===== src/hdl/ctc_pkg.sv =====
package ctc_pkg;

	localparam int CHAR_W     = 8;
	localparam int COL_W      = 4;
	localparam int KEY_W      = 24;
	localparam int SLOT_W     = 3;
	localparam int CFG_IDX_W  = 2;
	localparam int CFG_DATA_W = KEY_W;
	localparam int QUEUE_DEPTH = 4;
	localparam int QPTR_W      = $clog2(QUEUE_DEPTH);

	typedef logic [CHAR_W-1:0] char_t;

	localparam char_t PAD_CHAR   = 8'h7a;
	localparam char_t SPACE_CHAR = 8'h20;

	localparam logic CMD_LOAD = 1'b0;
	localparam logic CMD_END  = 1'b1;

	localparam logic [CFG_IDX_W-1:0] REG_COLUMN_COUNT = 2'd0;
	localparam logic [CFG_IDX_W-1:0] REG_KEY_ORDER    = 2'd1;
	localparam logic [CFG_IDX_W-1:0] REG_DECRYPT_MODE = 2'd2;

	localparam logic [COL_W-1:0] COLUMN_COUNT_RST = 4'd4;
	localparam logic [KEY_W-1:0] KEY_ORDER_RST    = 24'd16434824;
	localparam logic             DECRYPT_MODE_RST = 1'b0;

	typedef struct packed {
		logic              decrypt_mode;
		logic [KEY_W-1:0]  key_order;
		logic [COL_W-1:0]  column_count;
	} cfg_t;

	typedef struct packed {
		logic  cmd;
		char_t ch;
	} op_t;

	typedef struct packed {
		logic push;
		op_t  op;
	} q_wr_t;

	typedef struct packed {
		logic valid;
		op_t  op;
	} q_rd_t;

	function automatic logic [SLOT_W-1:0] key_slot(logic [KEY_W-1:0] key,
			logic [SLOT_W-1:0] i);
		return key[SLOT_W*i +: SLOT_W];
	endfunction

endpackage


===== src/hdl/ctc_msg_if.sv =====
interface ctc_msg_if;
	logic            valid;
	logic            ready;
	logic            command;
	ctc_pkg::char_t  char_in;

	modport source(output valid, command, char_in, input ready);
	modport sink(input valid, command, char_in, output ready);
endinterface


===== src/hdl/ctc_res_if.sv =====
interface ctc_res_if;
	logic            valid;
	logic            ready;
	ctc_pkg::char_t  char_out;
	logic            last_char;
	logic            overflow;

	modport source(output valid, char_out, last_char, overflow, input ready);
	modport sink(input valid, char_out, last_char, overflow, output ready);
endinterface


===== src/hdl/ctc_cfg_if.sv =====
interface ctc_cfg_if;
	logic                              valid;
	logic                              ready;
	logic [ctc_pkg::CFG_IDX_W-1:0]     index;
	logic [ctc_pkg::CFG_DATA_W-1:0]    data;

	modport source(output valid, index, data, input ready);
	modport sink(input valid, index, data, output ready);
endinterface


===== src/hdl/columnar_transposition_cipher.sv =====
// Columnar transposition cipher. Each load transaction stores one character
// (spaces are dropped) at one per cycle while the back end is idle; an end
// transaction pads the last row with 'z' and streams the whole grid out,
// columns in key order for encrypt or rows restored for decrypt, with
// last_char on the final character and overflow set when characters were
// dropped for capacity. An end runs the bit-serial row-count divider, then
// streams one character per cycle, unless the result side stalls, out of the
// buffer's single read port via the read and output registers. A four-entry
// queue sits between the input classifier and the executing back end, so
// loads keep arriving while a message is still being emitted. Configuration
// writes are always taken and must only be issued while the block is idle.
module columnar_transposition_cipher #(
	parameter int MAX_CHARS   = 64,
	parameter int MAX_COLUMNS = 8
) (
	input  logic       clk,
	input  logic       arst_n,
	ctc_msg_if.sink    msg,
	ctc_res_if.source  res,
	ctc_cfg_if.sink    cfg
);

	ctc_pkg::cfg_t   cfg_q;
	ctc_pkg::q_wr_t  q_wr;
	ctc_pkg::q_rd_t  q_rd;
	logic            q_full;
	logic            pop;

	assign cfg.ready = 1'b1;

	always_ff @(posedge clk or negedge arst_n) begin
		if (!arst_n) begin
			cfg_q.column_count <= ctc_pkg::COLUMN_COUNT_RST;
			cfg_q.key_order    <= ctc_pkg::KEY_ORDER_RST;
			cfg_q.decrypt_mode <= ctc_pkg::DECRYPT_MODE_RST;
		end else if (cfg.valid) begin
			case (cfg.index)
				ctc_pkg::REG_COLUMN_COUNT: cfg_q.column_count <= cfg.data[ctc_pkg::COL_W-1:0];
				ctc_pkg::REG_KEY_ORDER:    cfg_q.key_order    <= cfg.data[ctc_pkg::KEY_W-1:0];
				ctc_pkg::REG_DECRYPT_MODE: cfg_q.decrypt_mode <= cfg.data[0];
				default:                   cfg_q <= cfg_q;
			endcase
		end
	end

	ctc_front u_front (
		.msg    (msg),
		.q_full (q_full),
		.q_wr   (q_wr)
	);

	ctc_queue u_queue (
		.clk    (clk),
		.arst_n (arst_n),
		.q_wr   (q_wr),
		.q_full (q_full),
		.pop    (pop),
		.q_rd   (q_rd)
	);

	ctc_back #(
		.MAX_CHARS   (MAX_CHARS),
		.MAX_COLUMNS (MAX_COLUMNS)
	) u_back (
		.clk    (clk),
		.arst_n (arst_n),
		.cfg    (cfg_q),
		.q_rd   (q_rd),
		.pop    (pop),
		.res    (res)
	);

endmodule


===== src/hdl/ctc_front.sv =====
module ctc_front (
	ctc_msg_if.sink         msg,
	input  logic            q_full,
	output ctc_pkg::q_wr_t  q_wr
);

	logic keep;

	// spaces are dropped before they reach the queue
	assign keep = !(msg.command == ctc_pkg::CMD_LOAD && msg.char_in == ctc_pkg::SPACE_CHAR);

	assign msg.ready    = !q_full;
	assign q_wr.push    = msg.valid && !q_full && keep;
	assign q_wr.op.cmd  = msg.command;
	assign q_wr.op.ch   = msg.char_in;

endmodule


===== src/hdl/ctc_queue.sv =====
module ctc_queue (
	input  logic            clk,
	input  logic            arst_n,
	input  ctc_pkg::q_wr_t  q_wr,
	output logic            q_full,
	input  logic            pop,
	output ctc_pkg::q_rd_t  q_rd
);

	localparam int PW = ctc_pkg::QPTR_W;
	localparam int NW = $clog2(ctc_pkg::QUEUE_DEPTH + 1);

	ctc_pkg::op_t    slots_q [ctc_pkg::QUEUE_DEPTH];
	logic [PW-1:0]   wr_ptr_q;
	logic [PW-1:0]   rd_ptr_q;
	logic [NW-1:0]   fill_q;
	logic            do_push;
	logic            do_pop;

	assign q_full   = fill_q == NW'(ctc_pkg::QUEUE_DEPTH);
	assign do_push  = q_wr.push && !q_full;
	assign do_pop   = pop && fill_q != '0;
	assign q_rd.valid = fill_q != '0;
	assign q_rd.op    = slots_q[rd_ptr_q];

	always_ff @(posedge clk) begin
		if (do_push) begin
			slots_q[wr_ptr_q] <= q_wr.op;
		end
	end

	always_ff @(posedge clk or negedge arst_n) begin
		if (!arst_n) begin
			wr_ptr_q <= '0;
			rd_ptr_q <= '0;
			fill_q   <= '0;
		end else begin
			if (do_push) begin
				wr_ptr_q <= wr_ptr_q + PW'(1);
			end
			if (do_pop) begin
				rd_ptr_q <= rd_ptr_q + PW'(1);
			end
			case ({do_push, do_pop})
				2'b10:   fill_q <= fill_q + NW'(1);
				2'b01:   fill_q <= fill_q - NW'(1);
				default: fill_q <= fill_q;
			endcase
		end
	end

endmodule


===== src/hdl/ctc_back.sv =====
module ctc_back #(
	parameter int MAX_CHARS   = 64,
	parameter int MAX_COLUMNS = 8
) (
	input  logic            clk,
	input  logic            arst_n,
	input  ctc_pkg::cfg_t   cfg,
	input  ctc_pkg::q_rd_t  q_rd,
	output logic            pop,
	ctc_res_if.source       res
);

	localparam int AW    = $clog2(MAX_CHARS);
	localparam int CNT_W = $clog2(MAX_CHARS + 1);
	localparam int IW    = $clog2(MAX_CHARS + MAX_COLUMNS);
	localparam int CSW   = $clog2(MAX_COLUMNS);
	localparam int CW    = ctc_pkg::COL_W;
	localparam int SW    = ctc_pkg::SLOT_W;
	localparam int DCW   = $clog2(IW);

	typedef enum logic [1:0] {
		ST_IDLE,
		ST_DIV,
		ST_EMIT
	} state_t;

	state_t             state_q;
	ctc_pkg::char_t     buf_q [MAX_CHARS];
	logic [CNT_W-1:0]   cnt_q;
	logic               drop_q;
	logic [IW-1:0]      div_q;
	logic [CW-1:0]      rem_q;
	logic [DCW-1:0]     dcnt_q;
	logic [CNT_W-1:0]   rows_q;
	logic [CNT_W-1:0]   outer_q;
	logic [CNT_W-1:0]   inner_q;

	ctc_pkg::char_t     rd_s1;
	logic               valid_s1;
	logic               pad_s1;
	logic               last_s1;
	logic               ovf_s1;

	logic               out_valid_q;
	ctc_pkg::char_t     out_char_q;
	logic               out_last_q;
	logic               out_ovf_q;

	logic [CNT_W-1:0]   cap_tab [MAX_COLUMNS];
	logic [CW-1:0]      ncol;
	logic [CW-1:0]      ncol_m1;
	logic [CNT_W-1:0]   cap;
	logic [CNT_W-1:0]   cnt_eff;
	logic [IW-1:0]      dividend;
	logic [CW:0]        rem_next;
	logic [CW:0]        rem_sub;
	logic               q_bit;
	logic [IW-1:0]      q_next;

	logic [SW-1:0]      enc_col;
	logic [SW-1:0]      dec_slot;
	logic               dec_found;
	logic [IW-1:0]      addr;
	logic               pad;
	logic               last;
	logic               inner_wrap;
	logic               cell_ok;
	logic [CNT_W-1:0]   rows_m1;
	logic [CNT_W-1:0]   ncol_m1w;

	logic               out_free;
	logic               s1_move;
	logic               adv;
	logic               wr_en;

	for (genvar g = 0; g < MAX_COLUMNS; g++) begin : g_cap
		localparam int Ncol = g + 1;
		localparam int Cap  = (MAX_CHARS / Ncol) * Ncol;
		assign cap_tab[g] = CNT_W'(Cap);
	end

	always_comb begin
		if (cfg.column_count == '0) begin
			ncol = CW'(1);
		end else if (cfg.column_count > CW'(MAX_COLUMNS)) begin
			ncol = CW'(MAX_COLUMNS);
		end else begin
			ncol = cfg.column_count;
		end
	end

	assign ncol_m1  = ncol - CW'(1);
	assign cap      = cap_tab[ncol_m1[CSW-1:0]];
	assign cnt_eff  = (cnt_q > cap) ? cap : cnt_q;
	assign dividend = IW'(cnt_eff) + IW'(ncol) - IW'(1);

	// restoring division for the row count, one quotient bit per cycle
	assign rem_next = {rem_q, div_q[IW-1]};
	assign rem_sub  = rem_next - {1'b0, ncol};
	assign q_bit    = rem_next >= {1'b0, ncol};
	assign q_next   = {div_q[IW-2:0], q_bit};

	assign rows_m1  = rows_q - CNT_W'(1);
	assign ncol_m1w = CNT_W'(ncol) - CNT_W'(1);
	assign enc_col  = ctc_pkg::key_slot(cfg.key_order, outer_q[SW-1:0]);

	// lowest slot in use that names the current column
	always_comb begin
		dec_found = 1'b0;
		dec_slot  = '0;
		for (int i = 0; i < 8; i++) begin
			if (!dec_found && CW'(i) < ncol
					&& ctc_pkg::key_slot(cfg.key_order, SW'(i)) == inner_q[SW-1:0]) begin
				dec_found = 1'b1;
				dec_slot  = SW'(i);
			end
		end
	end

	always_comb begin
		if (cfg.decrypt_mode) begin
			pad        = !dec_found;
			addr       = IW'(IW'(dec_slot) * IW'(rows_q)) + IW'(outer_q);
			inner_wrap = inner_q == ncol_m1w;
			last       = outer_q == rows_m1 && inner_wrap;
		end else begin
			pad        = CW'(enc_col) >= ncol;
			addr       = IW'(IW'(inner_q) * IW'(ncol)) + IW'(enc_col);
			inner_wrap = inner_q == rows_m1;
			last       = outer_q == ncol_m1w && inner_wrap;
		end
	end

	assign cell_ok  = !pad && addr < IW'(cnt_q);
	assign out_free = !out_valid_q || res.ready;
	assign s1_move  = valid_s1 && out_free;
	assign adv      = state_q == ST_EMIT && (!valid_s1 || out_free);
	assign pop      = state_q == ST_IDLE && q_rd.valid;
	assign wr_en    = pop && q_rd.op.cmd == ctc_pkg::CMD_LOAD && cnt_q < cap;

	assign res.valid     = out_valid_q;
	assign res.char_out  = out_char_q;
	assign res.last_char = out_last_q;
	assign res.overflow  = out_ovf_q;

	always_ff @(posedge clk) begin
		if (wr_en) begin
			buf_q[cnt_q[AW-1:0]] <= q_rd.op.ch;
		end
		if (adv) begin
			rd_s1 <= buf_q[addr[AW-1:0]];
		end
	end

	always_ff @(posedge clk or negedge arst_n) begin
		if (!arst_n) begin
			state_q     <= ST_IDLE;
			cnt_q       <= '0;
			drop_q      <= 1'b0;
			div_q       <= '0;
			rem_q       <= '0;
			dcnt_q      <= '0;
			rows_q      <= '0;
			outer_q     <= '0;
			inner_q     <= '0;
			valid_s1    <= 1'b0;
			pad_s1      <= 1'b0;
			last_s1     <= 1'b0;
			ovf_s1      <= 1'b0;
			out_valid_q <= 1'b0;
			out_char_q  <= '0;
			out_last_q  <= 1'b0;
			out_ovf_q   <= 1'b0;
		end else begin
			case (state_q)
				ST_IDLE: begin
					if (q_rd.valid) begin
						if (q_rd.op.cmd == ctc_pkg::CMD_END) begin
							if (cnt_q > cap) begin
								cnt_q  <= cap;
								drop_q <= 1'b1;
							end
							div_q   <= dividend;
							rem_q   <= '0;
							dcnt_q  <= DCW'(IW - 1);
							state_q <= ST_DIV;
						end else if (cnt_q >= cap) begin
							drop_q <= 1'b1;
						end else begin
							cnt_q <= cnt_q + CNT_W'(1);
						end
					end
				end
				ST_DIV: begin
					div_q <= q_next;
					rem_q <= q_bit ? rem_sub[CW-1:0] : rem_next[CW-1:0];
					if (dcnt_q == '0) begin
						rows_q  <= q_next[CNT_W-1:0];
						outer_q <= '0;
						inner_q <= '0;
						if (q_next == '0) begin
							cnt_q   <= '0;
							drop_q  <= 1'b0;
							state_q <= ST_IDLE;
						end else begin
							state_q <= ST_EMIT;
						end
					end else begin
						dcnt_q <= dcnt_q - DCW'(1);
					end
				end
				ST_EMIT: begin
					if (adv) begin
						if (last) begin
							cnt_q   <= '0;
							drop_q  <= 1'b0;
							state_q <= ST_IDLE;
						end else if (inner_wrap) begin
							inner_q <= '0;
							outer_q <= outer_q + CNT_W'(1);
						end else begin
							inner_q <= inner_q + CNT_W'(1);
						end
					end
				end
				default: state_q <= ST_IDLE;
			endcase

			if (adv) begin
				valid_s1 <= 1'b1;
				pad_s1   <= !cell_ok;
				last_s1  <= last;
				ovf_s1   <= drop_q;
			end else if (s1_move) begin
				valid_s1 <= 1'b0;
			end

			if (s1_move) begin
				out_valid_q <= 1'b1;
				out_char_q  <= pad_s1 ? ctc_pkg::PAD_CHAR : rd_s1;
				out_last_q  <= last_s1;
				out_ovf_q   <= ovf_s1;
			end else if (res.ready) begin
				out_valid_q <= 1'b0;
			end
		end
	end

endmodule


===== src/flat_wrapper.sv =====
// flat-port wrapper written by rule: the top's interface ports become plain ports
module columnar_transposition_cipher_flat 
#(
	parameter int MAX_CHARS   = 64,
	parameter int MAX_COLUMNS = 8
)
  (clk, arst_n, msg_valid, msg_command, msg_char_in, msg_ready, res_valid, res_char_out, res_last_char, res_overflow, res_ready, cfg_valid, cfg_index, cfg_data, cfg_ready);
  ctc_msg_if msg_i ();
  ctc_res_if res_i ();
  ctc_cfg_if cfg_i ();
  input  logic clk;
  input  logic arst_n;
  input wire logic [$bits(msg_i.valid)-1:0] msg_valid;
  input wire logic [$bits(msg_i.command)-1:0] msg_command;
  input wire logic [$bits(msg_i.char_in)-1:0] msg_char_in;
  output wire logic [$bits(msg_i.ready)-1:0] msg_ready;
  output wire logic [$bits(res_i.valid)-1:0] res_valid;
  output wire logic [$bits(res_i.char_out)-1:0] res_char_out;
  output wire logic [$bits(res_i.last_char)-1:0] res_last_char;
  output wire logic [$bits(res_i.overflow)-1:0] res_overflow;
  input wire logic [$bits(res_i.ready)-1:0] res_ready;
  input wire logic [$bits(cfg_i.valid)-1:0] cfg_valid;
  input wire logic [$bits(cfg_i.index)-1:0] cfg_index;
  input wire logic [$bits(cfg_i.data)-1:0] cfg_data;
  output wire logic [$bits(cfg_i.ready)-1:0] cfg_ready;
  assign msg_i.valid = msg_valid;
  assign msg_i.command = msg_command;
  assign msg_i.char_in = msg_char_in;
  assign msg_ready = msg_i.ready;
  assign res_valid = res_i.valid;
  assign res_char_out = res_i.char_out;
  assign res_last_char = res_i.last_char;
  assign res_overflow = res_i.overflow;
  assign res_i.ready = res_ready;
  assign cfg_i.valid = cfg_valid;
  assign cfg_i.index = cfg_index;
  assign cfg_i.data = cfg_data;
  assign cfg_ready = cfg_i.ready;
  columnar_transposition_cipher #(.MAX_CHARS(MAX_CHARS), .MAX_COLUMNS(MAX_COLUMNS)) u_core (.clk(clk), .arst_n(arst_n), .msg(msg_i), .res(res_i), .cfg(cfg_i));
endmodule

===== config.mk =====
export PLATFORM = sky130hd
export DESIGN_NAME = columnar_transposition_cipher_flat
export DESIGN_NICKNAME = d
export VERILOG_FILES = /design/src/hdl/ctc_pkg.sv /design/src/hdl/ctc_msg_if.sv /design/src/hdl/ctc_res_if.sv /design/src/hdl/ctc_cfg_if.sv /design/src/hdl/columnar_transposition_cipher.sv /design/src/hdl/ctc_front.sv /design/src/hdl/ctc_queue.sv /design/src/hdl/ctc_back.sv /design/src/flat_wrapper.sv
export SDC_FILE = /design/constraint.sdc
export NUM_CORES = 1
export LEC_CHECK = 0
export BUFFER_PORTS_ARGS = -buffer_cell sky130_fd_sc_hd__buf_2
export CAP_MARGIN = 20
export CORE_UTILIZATION = 45
export CTS_CLUSTER_SIZE = 16
export DETAILED_ROUTE_END_ITERATION = 8
export GPL_ROUTABILITY_DRIVEN = 1
export HOLD_SLACK_MARGIN = 0.06
export PLACE_DENSITY_LB_ADDON = 0.3
export SLEW_MARGIN = 40
export SYNTH_ARGS = -nofsm -noshare
export SYNTH_HDL_FRONTEND = slang
export SYNTH_SLANG_ARGS = --single-unit
export TNS_END_PERCENT = 10

===== constraint.sdc =====
create_clock -name clk -period 10.1 [get_ports clk]
set_input_delay 1.01 -clock clk [delete_from_list [all_inputs] [get_ports clk]]
set_output_delay 1.01 -clock clk [all_outputs]
set_load 0.005 [all_outputs]

==> impl_metrics.yaml, run 1 <==
synth:
  synth_compound_area_frac: 0.07331
  syn-instance-count: 2555
  yosysSeqAreaShare: 0.6306
  yosysWarnings: 0
  synth_edf_count: 556
  async_reset_ff_frac: 0.1472
  synth-xor-area-share: 0.02155
  syn_avg_cell_area_um2: 11.86
  synth_top_family_by_area: "simple AND/OR/NAND/NOR gates"
  syn_nets: 2686
  syn-cell-area_mm2: 0.03031
  synth_seq_cells: 652
  synthMuxAreaShare: 0.04338
  synth_ff_type: "edfxtp_1"
  synth_adder_area_share: 0.04252
  synth_simple_gate_area_share: 0.1570
  netlist-cell-type-count: 81
grt:
  gr-total-overflow: 0
  grt_max_degree: 103
  grt_pass1_wl_mm: 115.9
  met3_usage: 0.04607
  grtUsageTotal: 0.2238
  top_usage_layer: "met2"
  antenna_found_initial: 1
  grt_pass1_vias: 19370
  met1_usage: 0.3150
  use_met2: 0.3516
floorplanning:
  initial_core_util: 0.4577
  core.rowCount: 94
  dieArea_mm2: 0.06840
  core_mm2: 0.06622
  num_io_pins: 53
  die_y_um: 261.5
  dieWidth_um: 261.5
power_and_ir_drop:
  ir_worst_vdd_uv: 263.7
  p_leak_uw: 0.01267
  p_per_area_mw_per_mm2: 344.6
clock_tree:
  cts_resized: 0
  cts_buffer_depth: 3
  cts_hold_buffers: 0
  clk_pin_slew_worst_paths_ns: 0.06
  cts_setup_buffers: 0
  root_buffer: "clkbuf_16"
  cts_tree: "yes"
  cts_num_sinks: 652
  clk_latency_ns: 0.63
  cts_buffers: 70
  h-tree-depth: 3
timing:
  drv_slew: 0
  setup-tns-final_ns: 0
  worst_slack_ns: 2.498
  hold_ws_ns: 0.3945
  fin_crit_ns: 7.602
  fin_crit_sh: 0.7527
  fin_skew_ns: 0.03244
  hold_viol_final: 0
  fmax_mhz: 131.5
  relSlewSlack: 0.4051
  worstMarginPinSlew_ns: 0.8898
  finalSetupViolations: 0
  rsz0062_at_grt: "false"
worst_setup_path:
  worst-path-max-fanout: 51
  crit_required_ns: 10.46
  end_kind: "flop"
  critPathKind: "flop to flop"
  startpoint_type: "flop"
  worstPathArrival_ns: 7.97
cells_and_area:
  nets: 2688
  area_growth_pct: 10.83
  drive_gt1_frac: 0.1179
  layout_commonest_cell: "nand2_1"
  final_area_mm2: 0.03359
  antenna_cells: 0
  final_cell_mix: "nand2_1, edfxtp_1, and3_1, nor2_1, a31oi_1"
outcome:
  status: "complete, no violations"
route:
  drc: 0
  num_vias: 19960
  vias_per_cell: 5.743
  dr.first_iter.drc_count: 1904
  routed_wirelength_mm: 76.34
  wire_per_inst_um: 21.96
  drtPass1Iterations: 5
  drtAntennaViolNets: 0
place:
  hpwlAfterDp_mm: 48.10
  port_buffers: 51
  gp_congestion: 0.9467
  post-place-ws_ns: 2.559
  postPlaceCellArea_mm2: 0.03131
worst_hold_path:
  hp-class: "input pin to async pin"
run:
  max-cap-violations: 0
synth_stat cells, drive strengths merged (13+ instances only):
| cell | count | area share |
|---|---|---|
| nand2 | 621 | 0.077 |
| xor2 | 37 | 0.011 |
| and3 | 148 | 0.031 |
| a311oi | 15 | 0.0043 |
| a31oi | 124 | 0.026 |
| mux4 | 14 | 0.010 |
| ha | 71 | 0.029 |
| fa | 20 | 0.013 |
| nor2 | 142 | 0.018 |
| o21ai | 89 | 0.015 |
| nand3 | 26 | 0.0043 |
| clkbuf | 78 | 0.0097 |
| nor3 | 13 | 0.0023 |
| nand2b | 13 | 0.0027 |
| and2 | 34 | 0.0070 |
| xnor2 | 35 | 0.010 |
| a211oi | 17 | 0.0042 |
| a21oi | 39 | 0.0064 |
| buf | 69 | 0.012 |
| dfstp | 13 | 0.011 |
| mux2 | 71 | 0.026 |
| mux2i | 20 | 0.0066 |
| inv | 82 | 0.010 |
| edfxtp | 556 | 0.55 |
| dfrtp | 83 | 0.069 |
logic make-up after synthesis:
kind of cell | count (synthesis)
adders and majority gates | 91
muxes | 105
AOI/OAI and AO/OA | 346
other | 1
DFF | 652
xor gates and xnor gates | 73
buffers and inverters | 229
and+or+nand+nor | 1058
path summary, 6_finish.rpt:
| check | start | to | slack (ns) | depth (start not counted) |
|---|---|---|---|---|
| max | u_core.cfg_q[3]$_DFFE_PN0P_ | u_core.u_back.rd_s1[1]$_DFFE_PP_ | 2.50 | 23 |
| min | arst_n | u_core.u_queue.wr_ptr_q[0]$_DFFE_PN0P_ | 0.39 | 1 |
| max reg2reg | u_core.cfg_q[3]$_DFFE_PN0P_ | u_core.u_back.rd_s1[1]$_DFFE_PP_ | 2.50 | 23 |
| min reg2reg | u_core.u_back.res.char_out[6]$_DFFE_PN0P_ | u_core.u_back.res.char_out[6]$_DFFE_PN0P_ | 0.47 | 2 |
| max in group asynchronous | arst_n | u_core.u_back.inner_q[0]$_DFFE_PN0P_ | 8.52 | 2 |
| min in group clk | u_core.u_back.res.char_out[6]$_DFFE_PN0P_ | u_core.u_back.res.char_out[6]$_DFFE_PN0P_ | 0.47 | 2 |
worst max-delay path: stages (launching register included):
cell and delay, ns:
dfrtp_1 0.55, nor2b_1 0.58, inv_1 0.29, ha_1 0.31, ha_1 0.19, o21bai_1 0.16, or4_1 0.48, a21oi_1 0.18
o21ai_0 0.09, a22o_1 0.34, and2_1 0.21, fa_1 0.56, fa_1 0.45, ha_1 0.31, a211oi_1 0.32, o21ai_0 0.14
nor2_1 0.14, nor2_2 0.05, buf_4 0.28, inv_4 0.52, mux2_2 0.41, nor2_1 0.13, a211oi_1 0.07, or4_1 0.56
state kept, by name (all words and copies together), names as in the netlist, 8 cells and up:
register,flops
u_core.u_back.rd_s1,8
u_core.u_back.res.char_out,8
u_core.u_back.buf_q,512
u_core.cfg_q,29
u_core.u_queue.slots_q,36
metal layers:
layer / routed length (um) / share of wire / vias up
met1: 32880 / 0.43 / 9939
met3: 6439 / 0.084 / 113
met4: 1601 / 0.021 / 2
li1: - / - / 9147
met5: 13 / 0.00017 / -
met2: 35410 / 0.46 / 762
stage by stage:
step,std cells,total power (uW),utilization
6_report,3476,11580,0.5073
5_1_grt,3476,12200,0.5073
4_1_cts,3476,11580,0.5069
3_5_place_dp,3349,9042,0.4728
3_3_place_gp,3344,8931,0.4716
2_1_floorplan,2555,7272,-
final cells by class:
cell class / count / area [um2]
Fill cell: 5652 / 32620
Sequential cell: 652 / 19120
Multi-Input combinational cell: 1674 / 10330
Clock buffer: 97 / 1904
Tap cell: 864 / 1081
Timing Repair Buffer: 77 / 496.7
Clock inverter: 30 / 351.6
Inverter: 82 / 312.8
power by group:
group	internal [uW]	switching (uW)
clock network	1440	1080
registers	3600	266
logic	1690	3500
total	6730	4850
Power figures use the tool's default switching activity.
==> inputs of run 2 (changes only) <==
ABC_AREA = 1   (was unset)
clock period = 6.75 ns   (was 10.1 ns; I/O delays follow)
==> impl_metrics.yaml, run 2 <==
clock_tree:
  cts_buffer_depth: 3
  cts_buffers: 69
  clk_latency_ns: 0.62
  cts_num_sinks: 652
  root_buffer: "clkbuf_16"
  h-tree-depth: 3
  clk_pin_slew_worst_paths_ns: 0.06
  cts_tree: "yes"
timing:
  fin_skew_ns: 0.02698
  fin_crit_sh: 0.9345
  worst_slack_ns: 0.4420
  hold_ws_ns: 0.2880
  drv_slew: 0
  hold_viol_final: 0
  fin_crit_ns: 6.308
  worstMarginPinSlew_ns: 0.8915
  relSlewSlack: 0.4040
  finalSetupViolations: 0
  setup-tns-final_ns: 0
  fmax_mhz: 158.5
  rsz0062_at_grt: "false"
synth:
  synth-xor-area-share: 0.01376
  yosysSeqAreaShare: 0.6428
  syn_avg_cell_area_um2: 11.23
  synthMuxAreaShare: 0.003408
  synth_simple_gate_area_share: 0.1264
  async_reset_ff_frac: 0.1472
  synth_compound_area_frac: 0.1268
  syn-instance-count: 2647
  synth_edf_count: 556
  synth_seq_cells: 652
  yosysWarnings: 0
  synth_top_cell_by_area: "edfxtp_1"
  synth.area.top_cells: "edfxtp_1, dfrtp_1, nor2_1, o21ai_0, nand2_1"
  netlist-cell-type-count: 58
  synth_common_cells: "edfxtp_1, nor2_1, o21ai_0, nand2_1, inv_1"
  synth_top_family_by_area: "compound AO/OA/AOI/OAI gates"
  yosysMostFrequentCell: "edfxtp_1"
  syn-cell-area_mm2: 0.02973
  synth_ff_type: "edfxtp_1"
  syn_nets: 2778
  synth_top_area_share: 0.5615
  synth_adder_area_share: 0.04334
worst_setup_path:
  worst-path-max-fanout: 22
  critPathSlowestCell: "fa_1"
  critPathKind: "flop to flop"
  worstPathArrival_ns: 6.66
  startpoint_type: "flop"
  end_kind: "flop"
  crit_required_ns: 7.10
  timing.rr.start: "u_core.cfg_q[3]$_DFFE_PN0P_"
  regToRegEndpoint: "u_core.u_back.rd_s1[3]$_DFFE_PP_"
  r2r_setup_slack_ns: 0.44
  cp_slowest_stage_delay_ns: 0.52
  reg2reg_depth: 25
route:
  wire_per_inst_um: 21.36
  routed_wirelength_mm: 76.33
  num_vias: 20590
  drc: 0
  vias_per_cell: 5.762
  dr.first_iter.drc_count: 1853
  drtAntennaViolNets: 0
  drtPass1Iterations: 6
place:
  port_buffers: 51
  post-place-ws_ns: 0.5152
  gp_congestion: 0.9259
  placed_cells: 3447
  hpwlAfterDp_mm: 47.50
cells_and_area:
  final_cell_mix: "edfxtp_1, nor2_1, o21ai_0, nand2_1, inv_1"
  largest_reg_flops: 512
  fill_cells: 5577
  drive_gt1_frac: 0.1096
  stdcell_count: 3574
  layout_commonest_cell: "edfxtp_1"
  area_growth_pct: 11.54
  nets: 2796
  antenna_cells: 0
floorplanning:
  initial_core_util: 0.4588
  dieArea_mm2: 0.06711
  core_mm2: 0.06481
  die_y_um: 259.1
  core.rowCount: 93
  dieWidth_um: 259.1
  num_io_pins: 53
grt:
  grt_max_degree: 222
  gr-total-overflow: 0
  antenna_found_initial: 0
  grt_pass1_wl_mm: 118.8
  grt_pass1_vias: 20270
  grtUsageTotal: 0.2300
power_and_ir_drop:
  p_per_area_mw_per_mm2: 480.6
  p_total_uw: 15940
  p_leak_uw: 0.01195
  ir_worst_vdd_uv: 350.7
worst_hold_path:
  hold_path_depth: 1
  hp-class: "input pin to flop"
  hold_start: "msg_char_in[1]"
  whs_endpoint: "u_core.u_queue.slots_q[1][1]$_DFFE_PP_"
run:
  max-cap-violations: 0
outcome:
  status: "complete, no violations"
run 2: changes by cell type in the layout (fill, tap and decap cells not counted), moves of 27 or more:
cell | previous run | this run
nor2_2 | 9 | 36
inv_1 | 79 | 155
nand3_1 | 25 | 122
mux2_2 | 70 | 9
nor2_1 | 133 | 426
a31oi_1 | 124 | 2
o221ai_1 | 1 | 88
nand2_1 | 621 | 251
and2_1 | 34 | 1
o21ai_0 | 80 | 343
and3_1 | 148 | 0
o22ai_1 | 4 | 51
o211ai_1 | 8 | 48
run 2: worst max-delay path by stage:
stage | from | to | slack (ns) | cells after the start
2_1_floorplan | u_core.cfg_q[1]$_DFFE_PN0P_ | u_core.u_back.pad_s1$_DFFE_PN0P_ | 1.10 | 31
3_3_place_gp | u_core.cfg_q[3]$_DFFE_PN0P_ | u_core.u_back.rd_s1[3]$_DFFE_PP_ | 0.70 | 25
3_5_place_dp | u_core.cfg_q[3]$_DFFE_PN0P_ | u_core.u_back.rd_s1[3]$_DFFE_PP_ | 0.52 | 25
4_1_cts | u_core.cfg_q[3]$_DFFE_PN0P_ | u_core.u_back.rd_s1[3]$_DFFE_PP_ | 0.50 | 25
5_1_grt | u_core.cfg_q[3]$_DFFE_PN0P_ | u_core.u_back.pad_s1$_DFFE_PN0P_ | 0.002 | 34
6_report | u_core.cfg_q[3]$_DFFE_PN0P_ | u_core.u_back.rd_s1[3]$_DFFE_PP_ | 0.44 | 25
run 2: timing repair:
action / CTS / global route
endpoints found under the setup margin: 0 / 1
hold buffers: 1 / 0
endpoints found under the hold margin: 19 / 0
setup buffers: 0 / 0
resized for setup: 0 / 2
run 2: per-stage QoR:
stage                 util  instance area, um2
floorplan                -               29730
global placement    0.4771               30920
detailed placement  0.4774               30940
CTS                 0.5100               33060
global route        0.5117               33170
finish              0.5117               33170
run 2: worst max-delay path, delay by kind of cell (launching register included):
| family | cells | cell delay (ns) |
|---|---|---|
| fa+ha+maj | 5 | 1.93 |
| simple gates | 10 | 1.46 |
| compound gates | 5 | 1.10 |
| buf+inv | 5 | 1.02 |
| flops | 1 | 0.50 |
run 2: cell families (layout without fill, tap and decap cells):
logic type               Yosys count  count (layout)
AND/OR/NAND/NOR                  899             899
flip-flops                       652             652
AO/OA/AOI/OAI                    631             631
buffers and inverters            319             391
adder cells (fa/ha/maj)           91              91
XOR/XNOR                          45              45
multiplexers                       9               9
other                              1               1
run 2: power by group:
part	total (uW)	switching, uW	internal [uW]	leakage (uW)
sequential	5720	259	5460	0.00619
clock	3540	1570	1970	0.00101
combinational	6670	4840	1830	0.00475
total	15900	6670	9270	0.0120
run 2: metal layers:
| layer | share of wire | GRT usage |
|---|---|---|
| met5 | 0 | 0 |
| met2 | 0.48 | 0.3746 |
| met4 | 0.035 | 0.08646 |
| met1 | 0.42 | 0.3093 |
| met3 | 0.069 | 0.03818 |
run 2: final cells by class:
class	instances	area, um2	area share
clock buffers	89	1864	0.05621
multi-input cells	1676	9563	0.2883
repair buffers	86	621.8	0.01875
flip-flops and latches	652	19110	0.5763
well taps	855	1070	0.03225
inverters	180	691.9	0.02086
clock inverters	36	241.5	0.007281
